### src/rtl/tlpc_pkg.sv
`timescale 1ns / 1ps
package tlpc_pkg;

   localparam int MAX_VERTICES = 1024;
   localparam int MAX_LOOPS    = 16;
   localparam int COORD_BITS   = 20;

   localparam int VIDX_BITS = $clog2(MAX_VERTICES);
   localparam int VCNT_BITS = $clog2(MAX_VERTICES + 1);
   localparam int LIDX_BITS = (MAX_LOOPS > 1) ? $clog2(MAX_LOOPS) : 1;
   localparam int LCNT_BITS = $clog2(MAX_LOOPS + 1);
   localparam int DIFF_BITS = COORD_BITS + 1;
   localparam int PROD_BITS = 2 * DIFF_BITS;

   // drain length after the last vertex read, so the accumulator is updated before it is read
   localparam int PIPE_DEPTH = 4;
   localparam int PIPE_BITS  = $clog2(PIPE_DEPTH);

   localparam logic [1:0] REQ_CLEAR  = 2'd0;
   localparam logic [1:0] REQ_APPEND = 2'd1;
   localparam logic [1:0] REQ_QUERY  = 2'd2;

   localparam logic [1:0] STATUS_OK         = 2'd0;
   localparam logic [1:0] STATUS_STORE_FULL = 2'd1;
   localparam logic [1:0] STATUS_LOOPS_FULL = 2'd2;

   typedef logic signed [COORD_BITS-1:0] coord_type;

   // tag that travels with a vertex read
   typedef struct packed {
      logic valid;
      logic first;   // previous vertex of the loop, loads only
      logic last;    // last edge of the loop
   } vtag_type;

   typedef struct packed {
      logic valid;
      logic toggle;
      logic last;
   } edge_res_type;

endpackage

### src/rtl/tlpc_edge_unit.sv
`timescale 1ns / 1ps
module tlpc_edge_unit
   import tlpc_pkg::*;
(
   input  logic         clock,
   input  logic         reset,
   input  coord_type    qx,
   input  coord_type    qy,
   input  vtag_type     in_tag,
   input  coord_type    in_u,
   input  coord_type    in_v,
   output edge_res_type res
);

   coord_type prev_u_ff, prev_v_ff;

   // stage A: differences
   logic                        a_valid_ff, a_last_ff, a_span_ff;
   logic                        a_span_in;
   logic signed [DIFF_BITS-1:0] a_dxp_ff, a_dy_ff, a_dxj_ff, a_dyp_ff;

   // stage B: products
   logic                        b_valid_ff, b_last_ff, b_span_ff, b_pos_ff, b_neg_ff;
   logic signed [PROD_BITS-1:0] b_p1_ff, b_p2_ff;

   logic res_valid_ff, res_toggle_ff, res_last_ff;
   logic toggle_in;

   // y in [min(yi,yj), max(yi,yj)), current vertex is i, previous is j
   assign a_span_in = ((in_v <= qy) && (qy < prev_v_ff)) ||
                      ((prev_v_ff <= qy) && (qy < in_v));

   always_ff @(posedge clock) begin
      if (in_tag.valid) begin
         prev_u_ff <= in_u;
         prev_v_ff <= in_v;
      end
      a_last_ff <= in_tag.last;
      a_span_ff <= a_span_in;
      a_dxp_ff  <= DIFF_BITS'(qx) - DIFF_BITS'(in_u);
      a_dy_ff   <= DIFF_BITS'(prev_v_ff) - DIFF_BITS'(in_v);
      a_dxj_ff  <= DIFF_BITS'(prev_u_ff) - DIFF_BITS'(in_u);
      a_dyp_ff  <= DIFF_BITS'(qy) - DIFF_BITS'(in_v);

      b_last_ff <= a_last_ff;
      b_span_ff <= a_span_ff;
      b_pos_ff  <= !a_dy_ff[DIFF_BITS-1] && (a_dy_ff != '0);
      b_neg_ff  <= a_dy_ff[DIFF_BITS-1];
      b_p1_ff   <= PROD_BITS'(a_dxp_ff) * PROD_BITS'(a_dy_ff);
      b_p2_ff   <= PROD_BITS'(a_dxj_ff) * PROD_BITS'(a_dyp_ff);

      res_toggle_ff <= toggle_in;
      res_last_ff   <= b_last_ff;
   end

   assign toggle_in = b_span_ff &&
                      ((b_pos_ff && (b_p1_ff < b_p2_ff)) ||
                       (b_neg_ff && (b_p1_ff > b_p2_ff)));

   always_ff @(posedge clock) begin
      if (reset) begin
         a_valid_ff   <= 1'b0;
         b_valid_ff   <= 1'b0;
         res_valid_ff <= 1'b0;
      end else begin
         a_valid_ff   <= in_tag.valid && !in_tag.first;
         b_valid_ff   <= a_valid_ff;
         res_valid_ff <= b_valid_ff;
      end
   end

   assign res = {res_valid_ff, res_toggle_ff, res_last_ff};

endmodule
### config.mk
export PLATFORM = sky130hd
export DESIGN_NAME = tlpc_edge_unit
export DESIGN_NICKNAME = d
export VERILOG_FILES = /design/src/rtl/tlpc_pkg.sv /design/src/rtl/tlpc_edge_unit.sv
export SDC_FILE = /design/constraint.sdc
export NUM_CORES = 2
export LEC_CHECK = 0
export BUFFER_PORTS_ARGS = -buffer_cell sky130_fd_sc_hd__buf_2
export CAP_MARGIN = 20
export CORE_AREA = 2 2 252 254
export CTS_CLUSTER_DIAMETER = 200
export DETAILED_ROUTE_END_ITERATION = 16
export DIE_AREA = 0 0 254 256
export MAX_ROUTING_LAYER = met4
export PLACE_DENSITY_LB_ADDON = 0.1
export SLEW_MARGIN = 20
export SYNTH_ARGS = -nofsm -noshare
export SYNTH_HDL_FRONTEND = slang
export SYNTH_SLANG_ARGS = --single-unit
### constraint.sdc
create_clock -name clock -period 10.84 [get_ports clock]
set_input_delay 2.168 -clock clock [delete_from_list [all_inputs] [get_ports clock]]
set_output_delay 2.168 -clock clock [all_outputs]
set_load 0.02 [all_outputs]
==> run_results.csv <==
group,metric,value,unit
worst_setup_path,crit_top_cell,"fa_1",
worst_hold_path,min_from,"a_span_ff$_DFF_P_",
clock_tree,clkTransAtPathRegs,0.07,ns
synth,yosysUniqueCellTypes,80,
drt,firstDrtPassIters,8,
worst_setup_path,rrSetupSlack,2.83,ns
worst_hold_path,hold_end,"b_span_ff$_DFF_P_",
sta,relSlewSlack,0.257,
clock_tree,cts_root_buf,"clkbuf_16",
clock_tree,cts_setup_buffers,0,
run_status,outcome,"finished clean",
sta,worst_pin_slew,1.11,ns
layout,final_cell_mix,"inv_1, fa_1, nand2_1",
worst_setup_path,cp-end-kind,"flop",
synth,syn_avg_cell_area,9.26,um2
floorplan,rows,92,
layout,fill_cells,4881,
drt,routed_wl,98.9,mm
drt,ant_nets,0,
worst_setup_path,r2r-end,"b_p2_ff[39]$_DFF_P_",
synth,synthTopCellsByArea,"fa_1, ha_1, inv_1",
synth,ys_warn_count,0,
worst_setup_path,crit_arrival,8.49,ns
worst_hold_path,min_path_type,"flop to flop",
worst_setup_path,cp_max_fo,21,
sta,hold_viol,0,
layout,nets,5997,
grt,grt_pass1_wl,167,mm
floorplan,initial_core_util,0.692,
sta,fin_ws,2.83,ns
worst_setup_path,critical_path_class,"flop to flop",
clock_tree,cts_resized,0,
grt,overflow,0,
drt,dr_total_vias,30700,
synth,synth-seq-cells,219,
placement,place_congestion,0.922,
layout,final_common_cell,"inv_1",
synth,yosys.area.top_type_share,0.428,
sta,fin_crit_sh,0.739,
job,maxCapViolations,0,
grt,antenna_found_initial,5,
clock_tree,htree_num_levels,1,
sta,setup_viol,0,
placement,place_hpwl,81.0,mm
worst_setup_path,worstReg2RegStart,"a_dxj_ff[20]$_DFF_P_",
synth,ys_seq_area_frac,0.111,
worst_setup_path,crit_slowest_cell,"dfxtp_1",
layout,syn_to_final_growth,4.07,%
drt,vias_per_cell,5.58,
clock_tree,clockBufferDepth,3,
floorplan,die_area,65000,um2
grt,grt_start_max_net_pins,42,
placement,pre_cts_ws,2.87,ns
synth,synthFlopType,"dfxtp_1",
worst_setup_path,r2r_cells,23,
grt,grt_pass1_vias,33400,
synth,syn_nets,6033,
worst_setup_path,slowest_delay,0.87,ns
synth,syn_inst,4661,
clock_tree,numCtsBuffers,23,
floorplan,die_h,256,um
sta,tns,0,ns
drt,drc,0,
clock_tree,hold_buffers,0,
placement,io_buffer_count,87,
synth,yosysTopAreaCell,"fa_1",
synth,synth_edf_count,40,
worst_setup_path,crit_start,"a_dxj_ff[20]$_DFF_P_",
floorplan,boundaryPins,88,
worst_setup_path,crit_path_start_kind,"flop",
sta,final.min_clock_period,8.01,ns
worst_setup_path,crit_required,11.32,ns
layout,multi_input_area,33300,um2
drt,drt_iter0_markers,1998,
grt,grt.total_usage,0.336,
sta,skew,0.0175,ns
sta,maxSlewViolCount,0,
clock_tree,clock_latency,0.55,ns
layout,register_area,4780,um2
worst_setup_path,crit_chain,"nand2_1 > fa_1 > inv_1 > fa_1 > fa_1 > inv_1 > fa_1 > inv_1 > fa_1 > fa_1 > inv_1 > fa_1 > inv_1 > ha_1 > o21a_1 > o21ai_0 > o21ai_0 > a21oi_1 > nand3_2 > a311o_2 > a221o_1 > a21oi_2 > xnor2_1",
floorplan,die_w,254,um
drt,wl_per_cell,18.0,um
clock_tree,cts_tree,"done",
layout,drive_above_1_share,0.0399,
floorplan,coreArea,62400,um2
sta,grt_setup_unrepaired,"no",
synth,synth-async-reset-ratio,0,
synth,synthesis.area,43100,um2
worst_hold_path,hold_depth,0,
sta,max_freq,125,MHz
clock_tree,cts_sinks,219,
[how the worst max path moves through the flow]
stage / to / cells past startpoint
4_1_cts: b_p2_ff[39]$_DFF_P_ / 23
6_report: b_p2_ff[39]$_DFF_P_ / 23
5_1_grt: b_p2_ff[39]$_DFF_P_ / 23
3_5_place_dp: b_p2_ff[39]$_DFF_P_ / 23
2_1_floorplan: b_p2_ff[39]$_DFF_P_ / 24
3_3_place_gp: b_p2_ff[39]$_DFF_P_ / 23
[flip-flops by register name (all words and copies together), names as in the netlist, 20 cells and up]
| name | cells |
|---|---|
| a_dxp_ff | 21 |
| prev_u_ff | 20 |
| b_p2_ff | 42 |
| a_dyp_ff | 21 |
| a_dy_ff | 21 |
| prev_v_ff | 20 |
| b_p1_ff | 42 |
| a_dxj_ff | 21 |
[metal layers]
| metal | part of all wire | vias up | GRT usage | routed length, um |
|---|---|---|---|---|
| li1 | - | 13800 | - | - |
| met1 | 0.41 | 15700 | 0.443 | 40400 |
| met2 | 0.50 | 959 | 0.559 | 49300 |
| met3 | 0.065 | 206 | 0.0446 | 6450 |
| met4 | 0.028 | 0 | 0.0771 | 2730 |
| met5 | 0 | - | - | 0 |
[cell usage after synthesis, types with 5 or more instances]
master / count
inv_1: 1161
fa_1: 922
nand2_1: 526
and2_1: 392
ha_1: 365
dfxtp_1: 179
clkbuf_1: 173
a21oi_1: 140
nor2_1: 126
xnor2_1: 125
o21ai_0: 68
a21o_1: 65
edfxtp_1: 40
nand3_1: 38
nor2b_1: 33
nand2b_1: 31
xor2_1: 28
nor3_1: 24
o21a_1: 23
nand4_1: 22
a31oi_1: 13
o21bai_1: 13
a211oi_1: 11
nor4_1: 11
o211ai_1: 11
and3_1: 8
or3_1: 8
o31ai_1: 7
a21boi_0: 5
a21o_2: 5
mux2i_1: 5
[cells by family (layout without fill, tap and decap cells)]
family | count (synthesis) | after routing | share of synthesized area
other | 0 | 5 | 0
muxes | 6 | 6 | 0.00142
buffers and inverters | 1339 | 1320 | 0.117
adders and majority gates | 1287 | 1287 | 0.534
DFF | 219 | 219 | 0.111
AOI/OAI and AO/OA | 421 | 421 | 0.0648
and+or+nand+nor | 1236 | 1236 | 0.141
xor gates and xnor gates | 153 | 153 | 0.0311
[worst max-delay path, delay by kind of cell (launching register included)]
kind / cells / cell delay [ns]
fa+ha+maj: 8 / 4.40
compound gates: 7 / 1.62
flops: 1 / 0.87
buf+inv: 5 / 0.49
simple gates: 2 / 0.44
xor+xnor: 1 / 0.12
[layout make-up]
| class | count | area share |
|---|---|---|
| Clock inverter | 10 | 0.00184 |
| Clock buffer | 32 | 0.0145 |
| Inverter | 1161 | 0.0971 |
| Antenna cell | 5 | 0.000279 |
| Multi-Input combinational cell | 3103 | 0.741 |
| Timing Repair Buffer | 117 | 0.0147 |
| Sequential cell | 219 | 0.107 |
| Tap cell | 846 | 0.0236 |
[per-stage QoR]
stage / cell area (um2) / hold slack (ns) / utilization / instances
after global routing: 44900 / 0.343 / 0.720 / 5492
after CTS: 44900 / 0.331 / 0.719 / 5488
after global placement: 44200 / 0.313 / 0.708 / 5446
after detailed placement: 44200 / 0.314 / 0.708 / 5446
final: 44900 / 0.331 / 0.720 / 5493
after floorplan: 43100 / 0.310 / - / 4661
Power is not shown: default switching activity piles up to over one toggle a cycle in this logic, so the estimate is an artifact.
